--- src/sv/vn_div_cell.sv ---
`timescale 1ns / 1ps
// ----------------------------------------------------------------------------
// vn_div_cell
// One restoring division step: shifts a zero into the partial remainder,
// subtracts the divisor when it fits and appends one quotient bit.
// ----------------------------------------------------------------------------
module vn_div_cell #(
  parameter int SW = 65,
  parameter int QB = 61
) (
  input  logic          clk_i,
  input  logic [SW-1:0] rem_i,
  input  logic [QB-1:0] quo_i,
  input  logic [SW-1:0] div_i,
  output logic [SW-1:0] rem_o,
  output logic [QB-1:0] quo_o,
  output logic [SW-1:0] div_o
);

  logic [SW:0]   shifted;
  logic [SW:0]   diff;
  logic          fits;
  logic [SW-1:0] rem_d;
  logic [QB-1:0] quo_d;

  always_comb begin
    shifted = {rem_i, 1'b0};
    diff    = shifted - {1'b0, div_i};
    fits    = shifted >= {1'b0, div_i};
    // remainder stays below the divisor, so the top bit drops safely
    rem_d   = fits ? diff[SW-1:0] : shifted[SW-1:0];
    quo_d   = {quo_i[QB-2:0], fits};
  end

  always_ff @(posedge clk_i) begin
    rem_o <= rem_d;
    quo_o <= quo_d;
    div_o <= div_i;
  end

endmodule

--- config.mk ---
export PLATFORM = sky130hd
export DESIGN_NAME = vn_div_cell
export DESIGN_NICKNAME = d
export VERILOG_FILES = /design/src/sv/vn_div_cell.sv
export SDC_FILE = /design/constraint.sdc
export NUM_CORES = 1
export LEC_CHECK = 0
export BUFFER_PORTS_ARGS = -buffer_cell sky130_fd_sc_hd__buf_2
export CORE_AREA = 2 2 147 149
export CTS_CLUSTER_SIZE = 30
export DETAILED_ROUTE_END_ITERATION = 10
export DIE_AREA = 0 0 149 151
export PLACE_DENSITY = 0.8
export SLEW_MARGIN = 20
export SYNTH_ARGS = -nofsm -noshare
export SYNTH_HDL_FRONTEND = slang
export SYNTH_SLANG_ARGS = --single-unit
--- constraint.sdc ---
create_clock -name clk_i -period 4.84 [get_ports clk_i]
set_input_delay 0.726 -clock clk_i [delete_from_list [all_inputs] [get_ports clk_i]]
set_output_delay 0.726 -clock clk_i [all_outputs]
set_load 0.03 [all_outputs]
# Word level (Yosys, flattened, before mapping)
# Index checks and enable logic that the tools add are counted.
[totals]
word_cells = 7
reg_bits = 191
out_inout_bits = 191
[op_classes]
n_addsub = 1
mux = 1
n_lt_le_gt_ge = 1
[op_table]
columns = ["cell", "count"]
rows = [
  ["$ge A66 B65 Y1", 1],
  ["$mux W65", 1],
  ["$sub A65 B65 Y65", 1],
]

# Logic depth before layout (Yosys ltp)
[depth]
depth_word = 2
ltp_mapped = 17
depth_no_buf = 13

# Least setup slack after synthesis
# OpenSTA, ideal clock, no wires.
[synth_timing]
path_type = "input-to-reg"
startpoint = "input rem_i[0]"
endpoint = "register rem_o[40]"
slack_ns = 1.287
cell_stages = 16
required_ns = 4.719
arrival_time_ns = 3.432
setup_time_ns = 0.121
cell_sequence = "inv_1 fa_1 nand2b_1 a21o_1 a21oi_2 o21ai_2 a21oi_4 a31oi_4 o21ai_4 a41oi_4 o21a_1 buf_6 inv_4 buf_8 buf_12 mux2_4"
[synth_between]
elab_chain_len = 2
word_cells_on_any_way = 3
[synth_lines]
columns = ["element", "line", "text"]
rows = [
  ["start: declaration", "12", "input logic [SW-1:0] rem_i,"],
  ["$sub A65 B65 Y65 or $ge A66 B65 Y1 (tied branches)", "28, 29", ""],
  ["$mux W65 (*)", "31", "rem_d = fits ? diff[SW-1:0] : shifted[SW-1:0];"],
  ["net rem_d[40]", "23", "logic [SW-1:0] rem_d;"],
  ["end signal: assignment", "36", "rem_o <= rem_d;"],
  ["end: declaration", "15", "output logic [SW-1:0] rem_o,"],
]
# The timed path passes the listed nets; every way through them passes the cells marked *.
# A chain may end at the register's enable or synchronous reset.

# Worst setup path after layout
[layout_timing]
startpoint = "input div_i[1]"
endpoint = "register rem_o[59]"
[layout_between]
elab_chain_len = 2
word_cells_on_any_way = 3
[layout_lines]
columns = ["element", "line", "text"]
rows = [
  ["start: declaration", "14", "input logic [SW-1:0] div_i,"],
  ["$sub A65 B65 Y65 or $ge A66 B65 Y1 (tied branches)", "28, 29", ""],
  ["$mux W65 (*)", "31", ""],
  ["net rem_d[59]", "23", ""],
]
# Marked as above.

==> impl_metrics.csv <==
group,metric,value,unit
floorplan,initial_core_util,43.0,%
worst_setup_path,slowest_stage,"nor4b_2",
global_routing,gr-usage-met2,45.9,%
clocking,cts_root_buffer,"clkbuf_16",
synthesis,synthFlopType,"dfxtp_1",
synthesis,yosys.area_share.simple,10.5,%
floorplan,die-height,151,um
synthesis,synthAdderAreaFrac,9.31,%
clocking,holdBufCountCts,0,
synthesis,synthMuxAreaShare,7.93,%
timing,timing.hold.ws,0.378,ns
placed_design,dp_hpwl,22.8,mm
worst_setup_path,cp-end-kind,"register",
global_routing,grt_busiest_layer,"met2",
floorplan,coreArea,20800,um2
drt,ant_nets,0,
worst_setup_path,cp_data_arrival_time,4.02,ns
clocking,clock_path_buffers,2,
synthesis,yosysWarnings,0,
global_routing,grt_max_degree,30,
placed_design,place.gp.congestion,0.872,
drt,drc,0,
final_layout,final_design_area_no_fill,11800,um2
placed_design,postPlaceCellArea,11100,um2
worst_setup_path,critPathMaxStageDelay,0.55,ns
clocking,cts.clk_slew.worst_paths,0.08,ns
power,fin_total_pwr,4700,uW
worst_hold_path,hold_path_class,"in2reg",
worst_setup_path,path_class,"in2reg",
global_routing,antenna_found_initial,7,
drt,wl_per_cell,17.5,um
timing,slew_violations,0,
final_layout,nets,1557,
timing,rsz0062_at_grt,"false",
synthesis,synth-seq-area-share,42.7,%
timing,setup_viol,0,
placed_design,port_buffers,381,
synthesis,synth_compound_area_share,18.9,%
synthesis,synthXorXnorAreaFrac,4.99,%
worst_setup_path,crit_path_max_fanout,4,
worst_setup_path,worstPathCellList,"buf_2, inv_1, ha_1, nor2b_1, o31a_1, nor4b_1, buf_4, o41ai_1, buf_4, o211ai_1, a41oi_1, nor4b_2, o31ai_1, xor2_1, mux2_4",
clocking,cts_resized,0,
synthesis,syn_avg_cell_area,9.71,um2
worst_setup_path,cp_common_cell,"buf_4",
floorplan,rows,53,
synthesis,ys_types,65,
run_status,status,"finished, final reports clean",
timing,tightest_slew,0.758,ns
synthesis,syn_nets,1179,
floorplan,chipWidth,149,um
clocking,htreeDepth,4,
drt,vias,8216,
clocking,postCtsSetupRepairBufs,0,
synthesis,synth-edff-count,0,
timing,hold_viol,0,
placed_design,dp_slack,0.702,ns
timing,finalCriticalPeriod,3.69,ns
timing,fin_setup_tns,0,ns
global_routing,grt_pass1_wl,41.7,mm
timing,period_share,76.3,%
drt,first_pass_iters,6,
timing,relSlewSlack,49.3,%
synthesis,ys_async_sr_fraction,0,%
final_layout,syn2layout_area_growth,31.5,%
floorplan,io_pins,383,
drt,drt_iter0_drc,396,
worst_setup_path,critPathBufInv,4,
synthesis,syn-instance-count,921,
clocking,cts_made_buffers,17,
synthesis,syn-cell-area,8950,um2
worst_setup_path,start_kind,"input port",
flow_run,maxCapViolations,0,
drt,detail_route.vias_per_cell,5.16,
global_routing,use_met3,6.08,%
global_routing,use_met1,24.5,%
timing,finalWorstSetupSlack,1.15,ns
global_routing,first_global_vias,8196,
power,power.leakage,0.00601,uW
clocking,cts_sinks,191,
clocking,cts_tree,"done",
final_layout,drive_above_1_share,37.8,%
global_routing,grt_overflow,0,
worst_setup_path,cp_data_required_time,5.17,ns
timing,clock.fmax,0.271,GHz
synthesis,synth_top_family_by_area,"compound AO/OA/AOI/OAI gates",
worst_setup_path,crit_family,"compound AO/OA/AOI/OAI gates",
floorplan,die-area,22500,um2
final_layout,nFillCells,1870,
global_routing,grt_usage,24.1,%
power,ir_drop,0.000233,V
drt,routed_wl,27.8,mm
power,power.density,400,nW/um2
synthesis,ys_ff_latch,191,
## cell families after synthesis
logic type / after synthesis
compound gates: 248
mux: 58
fa+ha+maj: 66
simple gates: 191
flops: 191
buf+inv: 116
xor+xnor: 51
## layout by cell type (no fill, tap or decap), drive strengths merged, types with 8 or more instances in the layout
cell    count
buf       388
dfxtp     191
inv        95
a21oi      73
nand2      67
ha         65
mux2       55
o21ai      44
a21o       42
nor2       37
xor2       26
xnor2      25
clkbuf     17
nand4      16
nand3      15
o211ai     12
nor3       12
and3       11
o21bai     11
o31ai      10
a31oi      10
o21a        9
nand2b      8
## synth_stat cells, types with 4 or more instances
| library cell | instances | share of area, % |
|---|---|---|
| nand4_1 | 16 | 1.1 |
| xnor2_1 | 25 | 2.4 |
| o31a_1 | 4 | 0.39 |
| mux2_4 | 16 | 2.7 |
| nand2b_1 | 8 | 0.56 |
| a21o_1 | 42 | 3.5 |
| nand2_1 | 67 | 2.8 |
| a31o_2 | 5 | 0.49 |
| nor2b_1 | 6 | 0.42 |
| a211o_1 | 4 | 0.39 |
| nor3_1 | 10 | 0.56 |
| o31ai_1 | 9 | 0.76 |
| o21bai_1 | 11 | 0.92 |
| and2_1 | 6 | 0.42 |
| ha_1 | 65 | 9.1 |
| clkbuf_1 | 18 | 0.76 |
| o21ai_0 | 39 | 2.2 |
| a21oi_1 | 69 | 3.9 |
| nand3_1 | 15 | 0.84 |
| inv_1 | 86 | 3.6 |
| o211ai_1 | 12 | 1.0 |
| dfxtp_1 | 191 | 43 |
| or3_1 | 5 | 0.35 |
| and3_1 | 11 | 0.77 |
| buf_4 | 4 | 0.34 |
| o21a_1 | 9 | 0.76 |
| a31oi_1 | 8 | 0.56 |
| nor2_1 | 37 | 1.6 |
| mux2_2 | 39 | 4.9 |
| xor2_1 | 26 | 2.5 |
## routing by layer
metal / up-vias / share of wire, %
li1: 4015 / -
met1: 3759 / 36
met2: 381 / 53
met3: 59 / 7.8
met4: 2 / 3.6
met5: - / 0.058
## through the flow
stage / cells / util, %
floorplan: 921 / -
global placement: 1555 / 53.3
global route: 1591 / 56.5
CTS: 1587 / 56.4
finish: 1593 / 56.5
detailed placement: 1555 / 53.3
## where the power goes
group          internal (uW)  leakage [uW]  switching (uW)
Clock                    770      0.000314             746
Sequential              1750       0.00161            45.8
Combinational            517       0.00408             878
Total                   3030       0.00601            1670
## final timing paths
path,startpoint,to,cells past startpoint
worst max-delay path,div_i[1],rem_o[59]$_DFF_P_,15
worst min-delay path,quo_i[14],quo_o[15]$_DFF_P_,1
## state kept, by name, summed over array words and instances, names as in the netlist
name,cells
div_o,65
quo_o,61
rem_o,65
## cell type report
| type | count | area [um2] | share of cell area [%] |
|---|---|---|---|
| timing repair buffer | 388 | 1980 | 16.9 |
| inverter | 87 | 329 | 2.80 |
| clock inverter | 15 | 228 | 1.94 |
| sequential | 191 | 3820 | 32.5 |
| multi-input combinational | 614 | 4610 | 39.2 |
| antenna | 6 | 15.0 | 0.128 |
| tap | 275 | 344 | 2.92 |
| clock buffer | 17 | 425 | 3.62 |
Power figures use the tool's default switching activity.
