<file path="src/sv/vn_sqrt_cell.sv">
`timescale 1ns / 1ps
// ----------------------------------------------------------------------------
// vn_sqrt_cell
// One digit step of the restoring integer square root: brings down two
// radicand bits and decides one root bit.
// ----------------------------------------------------------------------------
module vn_sqrt_cell #(
  parameter int NB = 33
) (
  input  logic            clk_i,
  input  logic [2*NB-1:0] rad_i,
  input  logic [NB+1:0]   rem_i,
  input  logic [NB-1:0]   root_i,
  output logic [2*NB-1:0] rad_o,
  output logic [NB+1:0]   rem_o,
  output logic [NB-1:0]   root_o
);

  logic [NB+1:0]   cur;
  logic [NB+1:0]   trial;
  logic            fits;
  logic [NB+1:0]   rem_d;
  logic [NB-1:0]   root_d;
  logic [2*NB-1:0] rad_d;

  always_comb begin
    // remainder is at most twice the partial root, so NB bits hold it
    cur    = {rem_i[NB-1:0], rad_i[2*NB-1:2*NB-2]};
    trial  = {root_i, 2'b01};
    fits   = cur >= trial;
    rem_d  = fits ? (cur - trial) : cur;
    root_d = {root_i[NB-2:0], fits};
    rad_d  = {rad_i[2*NB-3:0], 2'b00};
  end

  always_ff @(posedge clk_i) begin
    rad_o  <= rad_d;
    rem_o  <= rem_d;
    root_o <= root_d;
  end

endmodule

</file>
<file path="config.mk">
export PLATFORM = sky130hd
export DESIGN_NAME = vn_sqrt_cell
export DESIGN_NICKNAME = d
export VERILOG_FILES = /design/src/sv/vn_sqrt_cell.sv
export SDC_FILE = /design/constraint.sdc
export NUM_CORES = 1
export LEC_CHECK = 0
export BUFFER_PORTS_ARGS = -buffer_cell sky130_fd_sc_hd__buf_2
export CORE_MARGIN = 3
export CORE_UTILIZATION = 36
export DETAILED_ROUTE_END_ITERATION = 8
export PLACE_DENSITY = 0.66
export REMOVE_ABC_BUFFERS = 1
export SKIP_LAST_GASP = 1
export SLEW_MARGIN = 40
export SYNTH_ARGS = -nofsm -noshare
export SYNTH_HDL_FRONTEND = slang
export SYNTH_SLANG_ARGS = --single-unit
</file>
<file path="constraint.sdc">
create_clock -name clk_i -period 4.7 [get_ports clk_i]
set_input_delay 0.235 -clock clk_i [delete_from_list [all_inputs] [get_ports clk_i]]
set_output_delay 0.235 -clock clk_i [all_outputs]
set_load 0.02 [all_outputs]
</file>
Word-level counts from Yosys, hierarchy flattened
Index checks and enable logic that the tools add are counted.
{"block": "op_classes", "add_sub_neg": 1, "magnitude_cmp": 1, "n_mux": 1}
{"cell": "35-bit >= comparator", "n": 1}
{"cell": "35-bit 2-to-1 mux", "n": 1}
{"cell": "35-bit subtractor", "n": 1}
{"block": "word_totals", "ff_bits": 132, "inputBits": 135, "word_cells": 6}

Logic depth before layout (Yosys ltp)
{"block": "logic_depth", "ltp_word": 2, "depth_mapped": 13}

Worst setup path before layout
No wires, ideal clock.
{"block": "synth_path", "path_type": "input-to-reg", "from": "input root_i[23]", "to": "register rem_o[32]", "arrival_time_ps": 2215, "slack_ps": 2428, "stages": 11, "path_cell_list": "inv_1 ha_1 clkbuf_4 a21o_1 a21oi_1 o21bai_1 a211oi_1 o21ai_0 mux2_2 nor4_1 a21o_1"}
{"block": "synth_via", "elab_chain_cells": 2, "word_cells_on_any_way": 3, "classes_between": "add/sub (1); order compare (1); mux (1)"}
{"element": "start, declared", "line": "13", "source": "input logic [NB-1:0] root_i,"}
{"element": "35-bit subtractor / 35-bit >= comparator (equally long branches)", "line": "31, 30"}
{"element": "35-bit 2-to-1 mux *", "line": "31", "source": "rem_d = fits ? (cur - trial) : cur;"}
{"element": "net rem_d[32]", "line": "22", "source": "logic [NB+1:0] rem_d;"}
{"element": "end signal, assigned", "line": "38", "source": "rem_o <= rem_d;"}
{"element": "end, declared", "line": "15", "source": "output logic [NB+1:0] rem_o,"}
The timed path passes the listed nets; every way through them passes the cells marked *.

Worst setup path after layout
{"block": "layout_path", "from": "input root_i[12]", "to": "register rem_o[7]"}
{"block": "layout_via", "elab_chain_cells": 2}
{"element": "35-bit >= comparator", "line": "30", "source": "fits = cur >= trial;"}
{"element": "35-bit 2-to-1 mux", "line": "31"}
{"element": "net rem_d[7]", "line": "22"}
The timed path passes the listed nets, and every way through them passes these cells.

==> results.md <==
* Status: completed
* Syn Std Cell Area at 0.005210 sq mm
* Worst path cell trace: dlygate4sd3_1 > buf_2 > inv_1 > ha_1 > a21oi_1 > o21ai_0 > a21oi_1 > o211ai_2 > a21oi_2 > o31a_1 > buf_4 > inv_1 > buf_4 > nor2_1 > a21oi_1
* Power density relative to cell area at 403.8 mW/mm^2
* Max FO, Critical Path at 31
* Count of warnings emitted by yosys at 0
* Peak VDD IR at 0.0002948 V
* Post-route cell area at 0.008223 sq mm
* Seq/Total Area, Yosys at about half
* Met1 routed wirelength after detailed routing at 6879 um
* Start point of the worst min-delay path: rem_i[27]
* Final Core Density at 58.56%
* Residual DRC at 0
* Floorplan die area at 0.01595 sq mm
* Top Metal Used: met4
* Sum of negative setup slack at 0 ns
* Count of port buffers added during placement at ~260
* Wire length on met3 at 994 um
* Leak at 4.056 nW
* Met2 routed wirelength at 9079 um
* Core region area at 0.01404 sq mm
* Clock tree from TritonCTS: done
* Worst Path Buf+Inv at 6
* Flop and latch count out of synthesis at 132
* Last weighted congestion value of the routability-driven placer at approximately 0.85
* Average footprint of a synthesized cell at 9.886 sq um
* Crit start category: input pin
* Class of the tightest hold or removal check: in -> reg
* Worst slew pin tran at between 0.7 and 0.8 ns
* CP required at ~5.0 ns
* Wire length after detailed routing at 17430 um
* Total CTS buffers at 17
* End point of the worst hold path: rem_o[29]$_DFF_P_
* DR pass1 iterations at 4
* Top cell family by delay on the critical path: buffers and inverters
* Final HPWL DP at 12080 um
* Number of H-tree branching levels at 4
* Maximum number of pins on one net before global-route repair at 32
* Part of the cycle the worst path needs at 75.37%
* Top cell by count, worst path: sky130_fd_sc_hd__a21oi_1
* Antenna violations before repair at 1
* Number of library cell types mapped by synthesis at 63
* Critical-path cell with the highest stage delay: sky130_fd_sc_hd__dlygate4sd3_1
* Via-per-instance ratio at around 4.7
* Min Tclk post-route at 3.542 ns
* Longest Clk Path Bufs at 2
* Max Clock Freq at roughly 280 MHz
* Cell Rows at between 40 and 50
* Routed via count at about 5000
* Crit. End Element: register
* Congestion Overflow GR at 0
* Number of pins with negative max-slew slack in the final report at 0
* CP max stage delay at 0.53 ns
* Die Wd at 126.3 um
* Post-CTS setup-driven buffer insertion count at 0
* Cell area reported after detailed placement at between 0.006 and 0.007 sq mm
* Synthesis-to-finish area growth at 57.83%
* Die Y at about 130 um
* Crit Path Class: in -> reg
* Critical Path AT at ~3.8 ns
* Relative slew margins at 48.31%
* Hold depth at 3
* Effective utilization at floorplan at 37.10%
* Final setup violation count at 0
* Average wire length per cell after detail routing at 16.03 um
* # Max-Cap Violations at 0
* Nets at roughly 1100
* Cells after synthesis at 527
* Setup repair after global routing missed its margin: no
* Number of placed instances, taps included at roughly 960
* Clk pin slew, worst setup/hold paths at around 0.06 ns
* Non-filler instance count after layout at 1087
* Overall track demand over capacity in global routing at 21.66%
* Library cell used as clock root buffer: sky130_fd_sc_hd__clkbuf_16
* Post-detailed-route count of antenna-violating nets at 0
* Global-route wire length before repair at 27330 um
* Post_cts resized at 0
* Share of layout cells above drive strength 1 at between 30% and 40%
* DRT iter0 DRCs at 184
* Number of failing hold endpoints at the final stage at 0
* I/O Pins at approximately 270
* Number of global-route vias before repair at 5123
* Sinks on Clock Net at 132
## registers in the layout, summed over array words and instances (netlist names)
name,count
root_o,33
rad_o,64
rem_o,35
## area by class of cell
cell class	count	area, sq um
Sequential cell	132	2643
Antenna cell	1	2.502
Clock buffer	17	425.4
Fill cell	1163	5819
Tap cell	180	225.2
Inverter	44	165.2
Timing Repair Buffer	362	2297
Multi-Input combinational cell	336	2288
Clock inverter	15	176.4
## tightest hold or removal path: cells and delay by family
| kind | cells | cell delay (ns) |
|---|---|---|
| AOI/OAI and AO/OA | 1 | 0.05 |
| buffers and inverters | 1 | 0.09 |
| and+or+nand+nor | 1 | 0.04 |
## routing by layer
metal  vias up  GRT usage (%)
li1       2574              -
met1      2331          24.43
met3        31          5.389
met4         0          8.265
met2       181          39.31
met5         -              0
## logic make-up after synthesis
family          after synthesis  synth area share, %
compound gates              147                18.85
xor+xnor                     27                4.539
fa+ha+maj                    35                8.405
buf+inv                      60                5.427
flops                       132                50.72
mux                           1               0.2161
other cells                   1              0.07198
simple gates                124                11.77
## cells in the mapped netlist, drive strengths merged
master,n,area share (%)
and4,3,0.53
nor2b,1,0.12
o21ba,1,0.19
a21o,16,2.3
o211a,1,0.19
o41ai,1,0.31
nand2b,4,0.48
and3,4,0.48
a31o,2,0.34
o211ai,5,0.82
xnor2,16,2.7
or4b,1,0.26
clkbuf,4,0.55
a211o,3,0.50
or2,1,0.12
nand4,9,1.1
and3b,2,0.34
nand3,10,0.96
o2111ai,1,0.17
buf,12,1.7
nor4,3,0.36
conb,1,0.072
xor2,11,1.8
ha,35,8.4
o221ai,2,0.34
o21a,7,1.0
a21boi,5,0.79
a211oi,2,0.29
o31ai,4,0.67
dfxtp,132,51
o31a,2,0.36
a311oi,1,0.17
mux2,1,0.22
nand2,36,2.6
a21oi,54,5.3
inv,44,3.2
o21bai,6,0.86
and2,4,0.55
o21ai,27,2.7
or3,1,0.12
a2111oi,2,0.82
nor3,10,1.1
nor4b,2,0.34
nor2,33,2.4
a31oi,5,0.72
## through the flow
step / hold slack, ns / worst slack (ns) / power, mW
3_5_place_dp: 0.3389 / 1.281 / 1.934
6_report: 0.03863 / 1.158 / 3.320
2_1_floorplan: 0.2627 / 1.558 / 1.690
5_1_grt: 0.04131 / 0.8808 / 3.471
3_3_place_gp: 0.3372 / 1.324 / 1.929
4_1_cts: 0.02633 / 1.166 / 3.339
## placed cells by master (no fill, tap or decap), drive strengths merged, types with 11 or more instances in the layout
cell type	n
a21oi	54
clkbuf	17
buf	266
dlygate4sd3	96
ha	35
xnor2	16
xor2	11
dfxtp	132
nand2	36
o21ai	27
inv	55
nor2	33
a21o	16
## worst max path at each step
| stage | startpoint | to | slack (ns) | cells past startpoint |
|---|---|---|---|---|
| after floorplan | root_i[10] | rem_o[21]$_DFF_P_ | 1.56 | 10 |
| after global placement | root_i[12] | rem_o[34]$_DFF_P_ | 1.32 | 14 |
| after detailed placement | root_i[12] | rem_o[34]$_DFF_P_ | 1.28 | 14 |
| after CTS | root_i[12] | rem_o[34]$_DFF_P_ | 1.17 | 15 |
| after global routing | root_i[12] | rem_o[7]$_DFF_P_ | 0.88 | 15 |
| final | root_i[12] | rem_o[7]$_DFF_P_ | 1.16 | 15 |
## where the power goes
part           leakage, nW  internal [mW]  switching [mW]  total [mW]
registers             1.11           1.22          0.0238        1.24
logic                 2.65          0.305           0.432       0.738
clock network        0.295          0.765           0.575        1.34
total                 4.06           2.29            1.03        3.32
## timing repair
action	4_1_cts	5_1_grt
endpoints found under the setup margin	0	0
hold buffers	96	0
hold endpoints to repair	96	0
No activity file was read; power rests on OpenSTA's default activity.
